<file path="config.mk">
export PLATFORM = sky130hd
export DESIGN_NAME = frontier_cost_evaluator
export DESIGN_NICKNAME = d
export VERILOG_FILES = /design/src/rtl/core/fce_pkg.sv /design/src/rtl/core/frontier_cost_evaluator.sv /design/src/rtl/core/fce_mul.sv /design/src/rtl/core/fce_sqrt.sv /design/src/rtl/core/fce_div.sv
export SDC_FILE = /design/constraint.sdc
export NUM_CORES = 2
export LEC_CHECK = 0
export ABC_AREA = 0
export ABC_CLOCK_PERIOD_IN_PS = 26500
export BUFFER_PORTS_ARGS = -buffer_cell sky130_fd_sc_hd__buf_4
export CORE_ASPECT_RATIO = 1.2
export CORE_MARGIN = 5
export CORE_UTILIZATION = 40
export DETAILED_ROUTE_END_ITERATION = 8
export HOLD_SLACK_MARGIN = 0.06
export PLACE_DENSITY = 0.65
export SYNTH_ARGS = -nofsm -noshare
export SYNTH_HDL_FRONTEND = slang
export SYNTH_SLANG_ARGS = --single-unit
</file>
<file path="constraint.sdc">
create_clock -name clock -period 26.5 [get_ports clock]
set_input_delay 3.975 -clock clock [delete_from_list [all_inputs] [get_ports clock]]
set_output_delay 3.975 -clock clock [all_outputs]
set_load 0.02 [all_outputs]
</file>
<file path="src/rtl/core/fce_pkg.sv">
package fce_pkg;

   localparam int FRAC_BITS = 16;
   localparam int LOG_FB    = 24;
   localparam int POS_W     = 32;
   localparam int DIFF_W    = POS_W + 1;
   localparam int SIZE_W    = 20;
   localparam int WGT_W     = 16;
   localparam int WGT_FRAC  = 8;
   localparam int MD_W      = 31;
   localparam int COST_W    = 40;
   localparam int UTIL_W    = 32;
   localparam int CNT_W     = 16;
   localparam int ADDR_W    = 5;
   localparam int DATA_W    = 32;

   localparam int MUL_W     = 33;
   localparam int PROD_W    = 2 * MUL_W;
   localparam int SUM_W     = 64;
   localparam int ROOT_W    = 32;
   localparam int MANT_W    = 31;
   localparam int K_W       = 5;
   localparam int LG_W      = K_W + LOG_FB;
   localparam int IT_W      = $clog2(LOG_FB);
   localparam int LN_SHIFT  = 32 + LOG_FB - FRAC_BITS;
   localparam int LN_W      = FRAC_BITS + 6;
   localparam int ACC_W     = 43;
   localparam int DIV_W     = ((2 * FRAC_BITS > 39) ? 2 * FRAC_BITS : 39) + 1;
   localparam int TENTH     = ((1 << FRAC_BITS) + 5) / 10;

   localparam logic [31:0] LN2_Q32 = 32'd2977044472;

   localparam logic signed [COST_W-1:0] COST_MAX = 40'sh7F_FFFF_FFFF;
   localparam logic signed [COST_W-1:0] COST_MIN = 40'sh80_0000_0000;
   localparam logic signed [UTIL_W-1:0] UTIL_MAX = 32'sh7FFF_FFFF;
   localparam logic signed [UTIL_W-1:0] UTIL_MIN = 32'sh8000_0000;
   localparam logic [CNT_W-1:0]         CNT_MAX  = '1;

   localparam logic [WGT_W-1:0]         WD_RST = 16'd256;
   localparam logic [WGT_W-1:0]         WS_RST = 16'd128;
   localparam logic [WGT_W-1:0]         WH_RST = 16'd77;
   localparam logic signed [POS_W-1:0]  PH_RST = 32'sd131072;
   localparam logic [MD_W-1:0]          MD_RST = 31'd3276800;

   localparam logic CMD_POSE = 1'b0;
   localparam logic CMD_EVAL = 1'b1;

   typedef enum logic [2:0] {
      REG_WD,
      REG_WS,
      REG_WH,
      REG_PH,
      REG_MD
   } reg_idx_type;

   typedef enum logic [4:0] {
      S_IDLE,
      S_ABS,
      S_RANGE,
      S_SQX,
      S_SQY,
      S_SQZ,
      S_SQM,
      S_ROOT,
      S_NORM,
      S_LOG,
      S_LN2,
      S_MULD,
      S_MULS,
      S_MULH,
      S_SAT,
      S_PREP,
      S_DABS,
      S_DIV,
      S_OUT
   } state_type;

   typedef struct packed {
      logic                    command;
      logic signed [POS_W-1:0] pos_x;
      logic signed [POS_W-1:0] pos_y;
      logic signed [POS_W-1:0] pos_z;
      logic [SIZE_W-1:0]       cluster_size;
      logic                    last_cluster;
   } req_type;

   typedef struct packed {
      logic                     reachable;
      logic signed [COST_W-1:0] cost;
      logic signed [UTIL_W-1:0] utility;
      logic [CNT_W-1:0]         reachable_total;
      logic                     table_end;
   } rsp_type;

endpackage

</file>
<file path="src/rtl/core/frontier_cost_evaluator.sv">
// channel   direction  signals
// req       in         req_valid, req_stall, req_payload (pose update or cluster)
// rsp       out        rsp_valid, rsp_stall, rsp_payload (one result per scored cluster)
// csr       in         psel, penable, pwrite, paddr, pwdata, prdata, pready
//
// a pose update or a cluster before any pose is absorbed in idle and gives no result
// a scored cluster offers its result after 32 passes on the bit-serial 33x33 multiplier
// (24 for the log squarings), the root and a divide unless the divisor is zero
// a component beyond the limit skips all of them, a sum beyond the squared limit all but the squares
// synchronous reset clears the weights to defaults, the pose and the count
// req_stall is high while a cluster is in work; a stalled result holds its
// slot and the next cluster waits in its output state
module frontier_cost_evaluator (
   input  logic                          clock,
   input  logic                          reset,
   input  logic                          req_valid,
   output logic                          req_stall,
   input  fce_pkg::req_type              req_payload,
   output logic                          rsp_valid,
   input  logic                          rsp_stall,
   output fce_pkg::rsp_type              rsp_payload,
   input  logic                          psel,
   input  logic                          penable,
   input  logic                          pwrite,
   input  logic [fce_pkg::ADDR_W-1:0]    paddr,
   input  logic [fce_pkg::DATA_W-1:0]    pwdata,
   output logic [fce_pkg::DATA_W-1:0]    prdata,
   output logic                          pready
);
   import fce_pkg::*;

   state_type state_ff, state_in;
   logic      run_ff, run_in;

   logic [WGT_W-1:0]         wd_ff, wd_in, ws_ff, ws_in, wh_ff, wh_in;
   logic signed [POS_W-1:0]  ph_ff, ph_in;
   logic [MD_W-1:0]          md_ff, md_in;
   logic signed [POS_W-1:0]  px_ff, px_in, py_ff, py_in, pz_ff, pz_in;
   logic                     pose_ok_ff, pose_ok_in;
   logic [CNT_W-1:0]         cnt_ff, cnt_in;
   logic                     rsp_valid_ff, rsp_valid_in;
   rsp_type                  rsp_ff, rsp_in;

   logic [DIFF_W-1:0]        ax_ff, ax_in, ay_ff, ay_in, az_ff, az_in, hz_ff, hz_in;
   logic [SUM_W-1:0]         sum_ff, sum_in;
   logic [ROOT_W-1:0]        dist_ff, dist_in;
   logic [MANT_W-1:0]        m_ff, m_in;
   logic [K_W-1:0]           k_ff, k_in;
   logic [LOG_FB-1:0]        frac_ff, frac_in;
   logic [IT_W-1:0]          it_ff, it_in;
   logic [LN_W-1:0]          ln_ff, ln_in;
   logic signed [ACC_W-1:0]  acc_ff, acc_in;
   logic signed [COST_W-1:0] cost_ff, cost_in;
   logic signed [COST_W:0]   div_ff, div_in;
   logic [DIV_W-1:0]         dmag_ff, dmag_in;
   logic signed [UTIL_W-1:0] util_ff, util_in;
   logic                     reach_ff, reach_in;
   logic                     last_ff, last_in;

   logic                     mul_start, mul_done, root_start, root_done, div_start, div_done;
   logic [MUL_W-1:0]         op_a, op_b;
   logic [PROD_W-1:0]        prod;
   logic [ROOT_W-1:0]        root;
   logic [DIV_W-1:0]         quo;
   logic [DIV_W-1:0]         numer;
   logic [MANT_W:0]          sq;
   logic [PROD_W-1:0]        ln_round;
   logic                     accept, csr_write;
   logic [CNT_W-1:0]         cnt_next;
   reg_idx_type              reg_idx;

   assign reg_idx   = reg_idx_type'(paddr[ADDR_W-1:2]);
   assign csr_write = psel && penable && pwrite && pready;
   assign pready    = 1'b1;
   assign req_stall = (state_ff != S_IDLE);
   assign accept    = req_valid && !req_stall;
   assign rsp_valid   = rsp_valid_ff;
   assign rsp_payload = rsp_ff;

   always_comb begin
      case (reg_idx)
         REG_WD:  prdata = DATA_W'(wd_ff);
         REG_WS:  prdata = DATA_W'(ws_ff);
         REG_WH:  prdata = DATA_W'(wh_ff);
         REG_PH:  prdata = DATA_W'(ph_ff);
         REG_MD:  prdata = DATA_W'(md_ff);
         default: prdata = '0;
      endcase
   end

   always_comb begin
      case (state_ff)
         S_SQX:   begin op_a = ax_ff;             op_b = ax_ff;             end
         S_SQY:   begin op_a = ay_ff;             op_b = ay_ff;             end
         S_SQZ:   begin op_a = az_ff;             op_b = az_ff;             end
         S_SQM:   begin op_a = MUL_W'(md_ff);     op_b = MUL_W'(md_ff);     end
         S_LOG:   begin op_a = MUL_W'(m_ff);      op_b = MUL_W'(m_ff);      end
         S_LN2:   begin op_a = MUL_W'({k_ff, frac_ff}); op_b = MUL_W'(LN2_Q32); end
         S_MULD:  begin op_a = MUL_W'(wd_ff);     op_b = MUL_W'(dist_ff);   end
         S_MULS:  begin op_a = MUL_W'(ws_ff);     op_b = MUL_W'(ln_ff);     end
         S_MULH:  begin op_a = MUL_W'(wh_ff);     op_b = hz_ff;             end
         default: begin op_a = '0;                op_b = '0;                end
      endcase
   end

   fce_mul u_mul (
      .clock   (clock),
      .reset   (reset),
      .start   (mul_start),
      .op_a    (op_a),
      .op_b    (op_b),
      .done    (mul_done),
      .product (prod)
   );

   fce_sqrt u_sqrt (
      .clock    (clock),
      .reset    (reset),
      .start    (root_start),
      .radicand (sum_ff),
      .done     (root_done),
      .root     (root)
   );

   assign numer = (DIV_W'(1) << (2 * FRAC_BITS)) + (dmag_ff >> 1);

   fce_div u_div (
      .clock    (clock),
      .reset    (reset),
      .start    (div_start),
      .dividend (numer),
      .divisor  (dmag_ff),
      .done     (div_done),
      .quotient (quo)
   );

   always_comb begin
      state_in     = state_ff;
      run_in       = run_ff;
      wd_in = wd_ff; ws_in = ws_ff; wh_in = wh_ff; ph_in = ph_ff; md_in = md_ff;
      px_in = px_ff; py_in = py_ff; pz_in = pz_ff;
      pose_ok_in   = pose_ok_ff;
      cnt_in       = cnt_ff;
      rsp_valid_in = rsp_valid_ff && rsp_stall;
      rsp_in       = rsp_ff;
      ax_in = ax_ff; ay_in = ay_ff; az_in = az_ff; hz_in = hz_ff;
      sum_in  = sum_ff;  dist_in = dist_ff; m_in = m_ff; k_in = k_ff;
      frac_in = frac_ff; it_in = it_ff; ln_in = ln_ff; acc_in = acc_ff;
      cost_in = cost_ff; div_in = div_ff; dmag_in = dmag_ff; util_in = util_ff;
      reach_in = reach_ff; last_in = last_ff;
      mul_start = 1'b0; root_start = 1'b0; div_start = 1'b0;
      sq       = prod[2*MANT_W-1:MANT_W-1];
      ln_round = prod + (PROD_W'(1) << (LN_SHIFT - 1));
      cnt_next = (reach_ff && cnt_ff != CNT_MAX) ? cnt_ff + 1'b1 : cnt_ff;

      if (csr_write) begin
         case (reg_idx)
            REG_WD:  wd_in = pwdata[WGT_W-1:0];
            REG_WS:  ws_in = pwdata[WGT_W-1:0];
            REG_WH:  wh_in = pwdata[WGT_W-1:0];
            REG_PH:  ph_in = $signed(pwdata[POS_W-1:0]);
            REG_MD:  md_in = pwdata[MD_W-1:0];
            default: ;
         endcase
      end

      case (state_ff)
         S_IDLE: begin
            if (accept) begin
               if (req_payload.command == CMD_POSE) begin
                  px_in      = req_payload.pos_x;
                  py_in      = req_payload.pos_y;
                  pz_in      = req_payload.pos_z;
                  pose_ok_in = 1'b1;
               end else if (pose_ok_ff) begin
                  ax_in = DIFF_W'({req_payload.pos_x[POS_W-1], req_payload.pos_x}
                                - {px_ff[POS_W-1], px_ff});
                  ay_in = DIFF_W'({req_payload.pos_y[POS_W-1], req_payload.pos_y}
                                - {py_ff[POS_W-1], py_ff});
                  az_in = DIFF_W'({req_payload.pos_z[POS_W-1], req_payload.pos_z}
                                - {pz_ff[POS_W-1], pz_ff});
                  hz_in = DIFF_W'({req_payload.pos_z[POS_W-1], req_payload.pos_z}
                                - {ph_ff[POS_W-1], ph_ff});
                  m_in     = MANT_W'(req_payload.cluster_size) + 1'b1;
                  k_in     = K_W'(MANT_W - 1);
                  last_in  = req_payload.last_cluster;
                  state_in = S_ABS;
               end
            end
         end
         S_ABS: begin
            ax_in = ax_ff[DIFF_W-1] ? (~ax_ff + 1'b1) : ax_ff;
            ay_in = ay_ff[DIFF_W-1] ? (~ay_ff + 1'b1) : ay_ff;
            az_in = az_ff[DIFF_W-1] ? (~az_ff + 1'b1) : az_ff;
            hz_in = hz_ff[DIFF_W-1] ? (~hz_ff + 1'b1) : hz_ff;
            state_in = S_RANGE;
         end
         S_RANGE: begin
            if (ax_ff > DIFF_W'(md_ff) || ay_ff > DIFF_W'(md_ff) || az_ff > DIFF_W'(md_ff)) begin
               reach_in = 1'b0;
               state_in = S_OUT;
            end else begin
               state_in = S_SQX;
            end
         end
         S_SQX, S_SQY, S_SQZ, S_SQM, S_LOG, S_LN2, S_MULD, S_MULS, S_MULH: begin
            if (!run_ff) begin
               mul_start = 1'b1;
               run_in    = 1'b1;
            end else if (mul_done) begin
               run_in = 1'b0;
               case (state_ff)
                  S_SQX: begin
                     sum_in   = prod[SUM_W-1:0];
                     state_in = S_SQY;
                  end
                  S_SQY: begin
                     sum_in   = sum_ff + prod[SUM_W-1:0];
                     state_in = S_SQZ;
                  end
                  S_SQZ: begin
                     sum_in   = sum_ff + prod[SUM_W-1:0];
                     state_in = S_SQM;
                  end
                  S_SQM: begin
                     reach_in = (sum_ff <= prod[SUM_W-1:0]);
                     state_in = (sum_ff <= prod[SUM_W-1:0]) ? S_ROOT : S_OUT;
                  end
                  S_LOG: begin
                     m_in    = sq[MANT_W] ? sq[MANT_W:1] : sq[MANT_W-1:0];
                     frac_in = {frac_ff[LOG_FB-2:0], sq[MANT_W]};
                     it_in   = it_ff + 1'b1;
                     if (it_ff == IT_W'(LOG_FB - 1)) begin
                        state_in = S_LN2;
                     end
                  end
                  S_LN2: begin
                     ln_in    = LN_W'(ln_round >> LN_SHIFT);
                     state_in = S_MULD;
                  end
                  S_MULD: begin
                     acc_in   = $signed(ACC_W'(prod >> WGT_FRAC));
                     state_in = S_MULS;
                  end
                  S_MULS: begin
                     acc_in   = acc_ff - $signed(ACC_W'(prod >> WGT_FRAC));
                     state_in = S_MULH;
                  end
                  S_MULH: begin
                     acc_in   = acc_ff + $signed(ACC_W'(prod >> WGT_FRAC));
                     state_in = S_SAT;
                  end
                  default: ;
               endcase
            end
         end
         S_ROOT: begin
            if (!run_ff) begin
               root_start = 1'b1;
               run_in     = 1'b1;
            end else if (root_done) begin
               run_in   = 1'b0;
               dist_in  = root;
               state_in = S_NORM;
            end
         end
         S_NORM: begin
            if (m_ff[MANT_W-1]) begin
               it_in    = '0;
               frac_in  = '0;
               state_in = S_LOG;
            end else begin
               m_in = {m_ff[MANT_W-2:0], 1'b0};
               k_in = k_ff - 1'b1;
            end
         end
         S_SAT: begin
            if (acc_ff > ACC_W'(COST_MAX)) begin
               cost_in = COST_MAX;
            end else if (acc_ff < ACC_W'(COST_MIN)) begin
               cost_in = COST_MIN;
            end else begin
               cost_in = COST_W'(acc_ff);
            end
            state_in = S_PREP;
         end
         S_PREP: begin
            div_in   = $signed({cost_ff[COST_W-1], cost_ff}) + (COST_W + 1)'(TENTH);
            state_in = S_DABS;
         end
         S_DABS: begin
            dmag_in = DIV_W'(div_ff[COST_W] ? (~div_ff + 1'b1) : div_ff);
            if (div_ff == '0) begin
               util_in  = UTIL_MAX;
               state_in = S_OUT;
            end else begin
               state_in = S_DIV;
            end
         end
         S_DIV: begin
            if (!run_ff) begin
               div_start = 1'b1;
               run_in    = 1'b1;
            end else if (div_done) begin
               run_in = 1'b0;
               if (!div_ff[COST_W]) begin
                  util_in = (quo > DIV_W'(UTIL_MAX)) ? UTIL_MAX : $signed(quo[UTIL_W-1:0]);
               end else begin
                  util_in = (quo > (DIV_W'(1) << (UTIL_W - 1))) ? UTIL_MIN
                          : $signed(-quo[UTIL_W-1:0]);
               end
               state_in = S_OUT;
            end
         end
         S_OUT: begin
            if (!rsp_valid_ff || !rsp_stall) begin
               rsp_valid_in           = 1'b1;
               rsp_in.reachable       = reach_ff;
               rsp_in.cost            = reach_ff ? cost_ff : COST_MAX;
               rsp_in.utility         = reach_ff ? util_ff : '0;
               rsp_in.reachable_total = cnt_next;
               rsp_in.table_end       = last_ff;
               cnt_in                 = last_ff ? '0 : cnt_next;
               state_in               = S_IDLE;
            end
         end
         default: state_in = S_IDLE;
      endcase
   end

   always_ff @(posedge clock) begin
      if (reset) begin
         state_ff     <= S_IDLE;
         run_ff       <= 1'b0;
         wd_ff        <= WD_RST;
         ws_ff        <= WS_RST;
         wh_ff        <= WH_RST;
         ph_ff        <= PH_RST;
         md_ff        <= MD_RST;
         px_ff        <= '0;
         py_ff        <= '0;
         pz_ff        <= '0;
         pose_ok_ff   <= 1'b0;
         cnt_ff       <= '0;
         rsp_valid_ff <= 1'b0;
      end else begin
         state_ff     <= state_in;
         run_ff       <= run_in;
         wd_ff        <= wd_in;
         ws_ff        <= ws_in;
         wh_ff        <= wh_in;
         ph_ff        <= ph_in;
         md_ff        <= md_in;
         px_ff        <= px_in;
         py_ff        <= py_in;
         pz_ff        <= pz_in;
         pose_ok_ff   <= pose_ok_in;
         cnt_ff       <= cnt_in;
         rsp_valid_ff <= rsp_valid_in;
      end
   end

   always_ff @(posedge clock) begin
      rsp_ff   <= rsp_in;
      ax_ff    <= ax_in;
      ay_ff    <= ay_in;
      az_ff    <= az_in;
      hz_ff    <= hz_in;
      sum_ff   <= sum_in;
      dist_ff  <= dist_in;
      m_ff     <= m_in;
      k_ff     <= k_in;
      frac_ff  <= frac_in;
      it_ff    <= it_in;
      ln_ff    <= ln_in;
      acc_ff   <= acc_in;
      cost_ff  <= cost_in;
      div_ff   <= div_in;
      dmag_ff  <= dmag_in;
      util_ff  <= util_in;
      reach_ff <= reach_in;
      last_ff  <= last_in;
   end

endmodule

</file>
<file path="src/rtl/core/fce_mul.sv">
module fce_mul (
   input  logic                          clock,
   input  logic                          reset,
   input  logic                          start,
   input  logic [fce_pkg::MUL_W-1:0]     op_a,
   input  logic [fce_pkg::MUL_W-1:0]     op_b,
   output logic                          done,
   output logic [fce_pkg::PROD_W-1:0]    product
);
   import fce_pkg::*;

   localparam int CW = $clog2(MUL_W + 1);

   logic [MUL_W-1:0]  a_ff, a_in;
   logic [PROD_W:0]   p_ff, p_in;
   logic [CW-1:0]     cnt_ff, cnt_in;
   logic              done_ff, done_in;
   logic [MUL_W:0]    upper;

   // one multiplier bit per cycle, shift-add
   always_comb begin
      upper   = p_ff[PROD_W:MUL_W] + (p_ff[0] ? {1'b0, a_ff} : '0);
      a_in    = a_ff;
      p_in    = p_ff;
      cnt_in  = cnt_ff;
      done_in = 1'b0;
      if (start) begin
         a_in   = op_a;
         p_in   = {{(MUL_W + 1){1'b0}}, op_b};
         cnt_in = CW'(MUL_W);
      end else if (cnt_ff != '0) begin
         p_in    = {1'b0, upper, p_ff[MUL_W-1:1]};
         cnt_in  = cnt_ff - 1'b1;
         done_in = (cnt_ff == CW'(1));
      end
   end

   always_ff @(posedge clock) begin
      if (reset) begin
         cnt_ff  <= '0;
         done_ff <= 1'b0;
      end else begin
         cnt_ff  <= cnt_in;
         done_ff <= done_in;
      end
   end

   always_ff @(posedge clock) begin
      a_ff <= a_in;
      p_ff <= p_in;
   end

   assign done    = done_ff;
   assign product = p_ff[PROD_W-1:0];

endmodule

</file>
<file path="src/rtl/core/fce_sqrt.sv">
module fce_sqrt (
   input  logic                          clock,
   input  logic                          reset,
   input  logic                          start,
   input  logic [fce_pkg::SUM_W-1:0]     radicand,
   output logic                          done,
   output logic [fce_pkg::ROOT_W-1:0]    root
);
   import fce_pkg::*;

   localparam int CW = $clog2(ROOT_W + 1);

   logic [SUM_W-1:0] v_ff, v_in;
   logic [SUM_W-1:0] r_ff, r_in;
   logic [SUM_W-1:0] bit_ff, bit_in;
   logic [SUM_W-1:0] trial;
   logic [CW-1:0]    cnt_ff, cnt_in;
   logic             done_ff, done_in;

   // one root bit per cycle
   always_comb begin
      trial   = r_ff + bit_ff;
      v_in    = v_ff;
      r_in    = r_ff;
      bit_in  = bit_ff;
      cnt_in  = cnt_ff;
      done_in = 1'b0;
      if (start) begin
         v_in   = radicand;
         r_in   = '0;
         bit_in = SUM_W'(1) << (SUM_W - 2);
         cnt_in = CW'(ROOT_W);
      end else if (cnt_ff != '0) begin
         if (v_ff >= trial) begin
            v_in = v_ff - trial;
            r_in = (r_ff >> 1) + bit_ff;
         end else begin
            r_in = r_ff >> 1;
         end
         bit_in  = bit_ff >> 2;
         cnt_in  = cnt_ff - 1'b1;
         done_in = (cnt_ff == CW'(1));
      end
   end

   always_ff @(posedge clock) begin
      if (reset) begin
         cnt_ff  <= '0;
         done_ff <= 1'b0;
      end else begin
         cnt_ff  <= cnt_in;
         done_ff <= done_in;
      end
   end

   always_ff @(posedge clock) begin
      v_ff   <= v_in;
      r_ff   <= r_in;
      bit_ff <= bit_in;
   end

   assign done = done_ff;
   assign root = r_ff[ROOT_W-1:0];

endmodule

</file>
<file path="src/rtl/core/fce_div.sv">
module fce_div (
   input  logic                          clock,
   input  logic                          reset,
   input  logic                          start,
   input  logic [fce_pkg::DIV_W-1:0]     dividend,
   input  logic [fce_pkg::DIV_W-1:0]     divisor,
   output logic                          done,
   output logic [fce_pkg::DIV_W-1:0]     quotient
);
   import fce_pkg::*;

   localparam int CW = $clog2(DIV_W + 1);

   logic [DIV_W-1:0] rem_ff, rem_in;
   logic [DIV_W-1:0] quo_ff, quo_in;
   logic [DIV_W-1:0] d_ff, d_in;
   logic [DIV_W:0]   shifted;
   logic             fits;
   logic [CW-1:0]    cnt_ff, cnt_in;
   logic             done_ff, done_in;

   // restoring division, one quotient bit per cycle
   always_comb begin
      shifted = {rem_ff, quo_ff[DIV_W-1]};
      fits    = (shifted >= {1'b0, d_ff});
      rem_in  = rem_ff;
      quo_in  = quo_ff;
      d_in    = d_ff;
      cnt_in  = cnt_ff;
      done_in = 1'b0;
      if (start) begin
         rem_in = '0;
         quo_in = dividend;
         d_in   = divisor;
         cnt_in = CW'(DIV_W);
      end else if (cnt_ff != '0) begin
         rem_in  = fits ? DIV_W'(shifted - {1'b0, d_ff}) : shifted[DIV_W-1:0];
         quo_in  = {quo_ff[DIV_W-2:0], fits};
         cnt_in  = cnt_ff - 1'b1;
         done_in = (cnt_ff == CW'(1));
      end
   end

   always_ff @(posedge clock) begin
      if (reset) begin
         cnt_ff  <= '0;
         done_ff <= 1'b0;
      end else begin
         cnt_ff  <= cnt_in;
         done_ff <= done_in;
      end
   end

   always_ff @(posedge clock) begin
      rem_ff <= rem_in;
      quo_ff <= quo_in;
      d_ff   <= d_in;
   end

   assign done     = done_ff;
   assign quotient = quo_ff;

endmodule

</file>
## Word level (Yosys, flattened, before mapping)

Cells that the tools add are included.
W data, S select, Z words.

- Reduce and logical (&&, ||, !) cells: 64
- Add/sub/neg operators: 28
- Muxes and demuxes: 111
- Shift-type cells: 0
- Order comparisons: 10
- Bitwise gates (word level): 9
- $mul: 0
- Div/mod/pow operators: 0
- Eq/ne operators: 49

Operators by type and width:

| cell | number |
|---|---|
| $mux W33 | 19 |
| $pmux W33 S9 | 2 |
| $pmux W33 S2 | 4 |
| $mux W64 | 4 |
| $mux W31 | 8 |
| $mux W40 | 5 |
| $mux W32 | 6 |
| $pmux W32 S5 | 1 |
| $add A33 B1 Y33 const B | 4 |
| $not A33 Y33 | 4 |
| $sub A32 B32 Y33 | 4 |
| $pmux W43 S3 | 1 |
| $pmux W64 S2 | 1 |
| $mux W5 | 22 |
| $gt A33 B31 Y1 | 3 |
| $mux W24 | 4 |
| $pmux W31 S3 | 1 |
| $add A63 B63 Y64 | 1 |
| $add A64 B63 Y64 | 1 |
| $add A64 B64 Y64 | 1 |
| $ge A64 B64 Y1 | 1 |
| $le A64 B64 Y1 | 1 |
| $pmux W32 S2 | 1 |
| $sub A64 B64 Y64 | 1 |
| 65 further kinds | 171 |

- RAM bits: 0
- Bits in read-only memories: 0
- Register bits: 1,234
- Memories: 0
- Word-level logic and storage cells: 330
- Bits in latches: 0
- Output and inout port bits: 125
- Bits of input ports: 162

## Longest topological paths before layout

- Depth in word-level cells: 6
- Depth in mapped cells: 28
- Mapped depth without buffers: 25

## By module

A second synthesis with hierarchy kept.

- Cells, all modules: 9,576
- Area, all modules: 84,790.1 um^2

Modules (own cells, without submodules):

| module | instances | cells an instance | area each (um^2) |
|---|---|---|---|
| frontier_cost_evaluator | 1 | 6,220 | 55,782.2 |
| fce_sqrt | 1 | 2,028 | 15,501.1 |
| fce_div | 1 | 761 | 7,646.1 |
| fce_mul | 1 | 567 | 5,860.6 |

## Worst setup path before layout

Ideal clock, no wire load.

- Path kind: register to register
- From: reg u_sqrt.r_ff[12]
- To: reg u_sqrt.v_ff[0], enable pin
- Stages on the path, launching flop included: 26
- Slack: 16.779 ns
- Library setup time: 0.575 ns
- Arrival: 9.147 ns
- Cells stage by stage: dfxtp_1 ha_1 nand2_1 or3_1 o211ai_1 nand3_1 a211oi_1 o21ai_0 a31oi_1 a31o_2 and3_1 o21ai_0 xor2_1 ha_1 clkbuf_1 nand4_1 nor3b_1 nand4_1 nor2_1 a211oi_1 o21a_1 o31a_1 clkbuf_1 clkbuf_1 clkbuf_1 o21ai_0

- Longest elaborated chain between the ends: 4

RTL lines:

| item | RTL line | source |
|---|---|---|
| from (decl) | fce_sqrt.sv:14 | `logic [SUM_W-1:0] r_ff, r_in;` |
| from (signal assigned) | fce_sqrt.sv:58 | `r_ff <= r_in;` |
| $add A64 B63 Y64 | fce_sqrt.sv:22 | `trial = r_ff + bit_ff;` |
| $ge A64 B64 Y1 | fce_sqrt.sv:34 | `if (v_ff >= trial) begin` |
| $reduce_bool A2 Y1 (no line) | -- |  |
| $reduce_and A2 Y1 (no line) | -- |  |
| to (signal assigned) | fce_sqrt.sv:57 | `v_ff <= v_in;` |
| to (decl) | fce_sqrt.sv:13 | `logic [SUM_W-1:0] v_ff, v_in;` |

No other way between the ends.
A chain may end at the register's enable or synchronous reset.

## Final worst setup path

- From: in paddr[4] (netlist bit)
- To: out prdata[16] (netlist bit)

- Longest elaborated chain between the ends: 2
- Elaborated cells on any way between the ends: 6
- Classes of those cells: 4 x eq/ne; 1 x mux; 1 x reduce/logical

RTL lines:

| item | RTL line | source |
|---|---|---|
| from (decl) | frontier_cost_evaluator.sv:25 | `input logic [fce_pkg::ADDR_W-1:0] paddr,` |
| $eq A3 B3 Y1, or another cell as far along | frontier_cost_evaluator.sv:81 | `case (reg_idx)` |
| $pmux W32 S5 (*) | frontier_cost_evaluator.sv:81 |  |
| to (decl) | frontier_cost_evaluator.sv:27 | `output logic [fce_pkg::DATA_W-1:0] prdata,` |

Every way passes the cells marked *; elsewhere a longest branch is shown, timed or not.

==> run metrics <==
Worst-Margin Slew=between 1 and 1.5 ns; cts repair resizes=0; Worst Skew=between 0.04 and 0.05 ns; Starting DRT DRC Count=7,341; IO Pins=287; Crit Path Category=primary input to primary output; drt first pass iters=9; Cell variety after synth=94; final RePlAce weighted congestion=just under 1; die area=216,000 um2; die width=around 430 um; most frequent cells in the layout=nand2_1, a21oi_1, edfxtp_1; worst endpoint data arrival time=approximately 6.3 ns; post-DP HPWL=about 220 mm; status=finished, final reports clean; root buffer cell=clkbuf_16; syn_area_per_cell=about 8.8 um2; most common cell after layout, fill and taps aside=nand2_1; RSZ-0062 raised after global routing=no; die height=a little over 500 um; first-pass GRT wire length=approximately 430 mm; min-delay src=dmag_ff[6]; Post-synth EDFFs=~800; Residual DRC=0; H-tree depth=4; final setup margin=about 16 ns; post-route non-filler standard cell count=~12,000; Area after DPL=roughly 88,000 um2; nets@finish=approximately 10,000; Sum Neg Setup Slack=0 ns; Vias=approximately 73,000; CP Capture Type=primary output; hold buffer count at cts=0; Seq/Total Area, Yosys=0.397; Routed Wire Length=roughly 290 mm; Hold Crit Class=flop to flop; Final setup viols=0; wire per inst=23.0 um; crit-path max FO=20; CTS sink count=1,234; IO Port Bufs=about 280; VDD IR max=around 0.074 mV; hold-critical path depth=0; Worst-path clk slew=about 0.06 ns; Crit. Startpoint=paddr[4]; GRT Util Overall=0.255; Mapped Area=~83,000 um2; minimum clock period=around 10 ns; R2R Setup Slk=approximately 20 ns; cell row count=183; Skew-Pair Late Insertion Delay=about 0.85 ns; max-slew violations=0; final hold vios=0; Syn. warnings=0; slew margin rel.=0.0362; Mapped Cells=around 9,400; Mapped Nets=approximately 10,000; asr flop ratio synth=0; worst slack at placement=roughly 16 ns; worst r2r src=u_sqrt.r_ff[12]; Max-cap violations=0; initial antenna violation count=14; CTS tree=yes; post-route cell area=92,800 um2; core box area=approximately 210,000 um2; Leak=approximately 35 nW; fmax=0.0977 GHz; largest net degree at the start of global routing=100; CTS Buf Count=between 100 and 150; Worst Reg-to-Reg Cells=22; PwrDens=around 110 nW/um2; vias in the first global route=between 60,000 and 70,000; Post-synth top flop=edfxtp_1; Final period util=0.386; Antenna Nets Post-Route=0; Layout fillers=between 20,000 and 25,000; placed cell count=between 10,000 and 15,000; setup bufs post-CTS=0; Worst setup SP type=primary input; remaining global-route overflow=0; layout cells sized above 1=0.0787; #FFs+latches synth=roughly 1,200; required time worst endpoint=22.52 ns; DR vias/cell=5.87; Max Buffers Root-to-Sink=3; Starting Density=0.401; Layout area overhead=12.1%; Tot Pwr=about 10 mW
## worst max-delay path: stages
cell and delay (ns):
buf_4 0.14, nand2b_1 0.62, nor2_1 1.06, a22o_1 0.30, buf_4 0.16
## routing by layer
| layer | vias to the layer above | track usage | wire (um) |
|---|---|---|---|
| li1 | 34508 | - | - |
| met1 | 35056 | 0.300 | 109000 |
| met2 | 2820 | 0.423 | 133000 |
| met3 | 687 | 0.0419 | 19800 |
| met4 | 8 | 0.181 | 24300 |
| met5 | - | 0 | 43 |
## through the flow
step	hold slack, ns	util
after global routing	0.466	0.449
after global placement	0.442	0.426
after detailed placement	0.432	0.426
after CTS	0.447	0.449
final	0.447	0.449
after floorplan	0.400	-
## report_power, final
part	total (mW)	switching (mW)	internal (mW)
registers	3.39	0.648	2.74
logic	5.04	3.10	1.94
clock network	2.05	0.879	1.18
total	10.5	4.63	5.85
## sequential cells by signal, indices dropped and copies added (netlist names), 40 cells and up
signal          cells
rsp_payload        90
u_mul.p_ff         66
sum_ff             64
u_sqrt.r_ff        64
u_sqrt.v_ff        64
acc_ff             43
div_ff             41
cost_ff            40
dmag_ff            40
u_div.d_ff         40
u_div.quotient     40
u_div.rem_ff       40
## path summary, 6_finish.rpt
kind,to
worst max-delay path,prdata[16]
worst min-delay path,u_div.d_ff[6]
worst max register to register,u_sqrt.v_ff[9]
worst min register to register,u_div.d_ff[6]
## cells in the mapped netlist, types with 38 or more instances
cell type,count,area [um2]
edfxtp_1,813,24400
xor2_1,271,2370
o31ai_1,61,458
nor4_1,71,444
a31oi_1,144,901
xnor2_1,417,3650
o21bai_1,71,533
and3_1,79,494
clkbuf_1,425,1600
and2_1,109,682
nor2_1,696,2610
a221o_1,43,430
nand3_1,161,806
o22ai_1,103,644
nand4_1,122,763
mux2i_1,73,731
a21o_1,196,1470
dfxtp_1,421,8430
nand2_1,1286,4830
a21oi_1,854,4270
o21ai_0,591,2960
a221oi_1,64,561
or4_1,38,285
nor2b_1,85,532
ha_1,616,7710
o21a_1,118,886
a211oi_1,83,623
or3_1,83,519
a222oi_1,57,571
nand2b_1,129,807
inv_1,465,1750
nor3_1,210,1050
## kinds of logic (layout without fill, tap and decap cells)
logic type      count (synthesis)  after routing  share of synthesized area
fa+ha+maj                     625            625                     0.0953
simple gates                 3177           3177                      0.177
compound gates               2708           2708                      0.206
buf+inv                       927           1151                     0.0424
other cells                     1              9                  0.0000453
mux                            77             77                    0.00951
flops                        1234           1234                      0.397
xor+xnor                      688            688                     0.0728
## final cells by class
cell class	count	area [um2]	area share
Clock inverter	78	928	0.0100
Clock buffer	186	3920	0.0422
Inverter	468	1760	0.0190
Timing Repair Buffer	419	3160	0.0341
Tap cell	2775	3470	0.0374
Antenna cell	8	20.0	0.000216
Multi-Input combinational cell	7276	46700	0.503
Sequential cell	1234	32800	0.354
No activity file was read; power rests on OpenSTA's default activity.
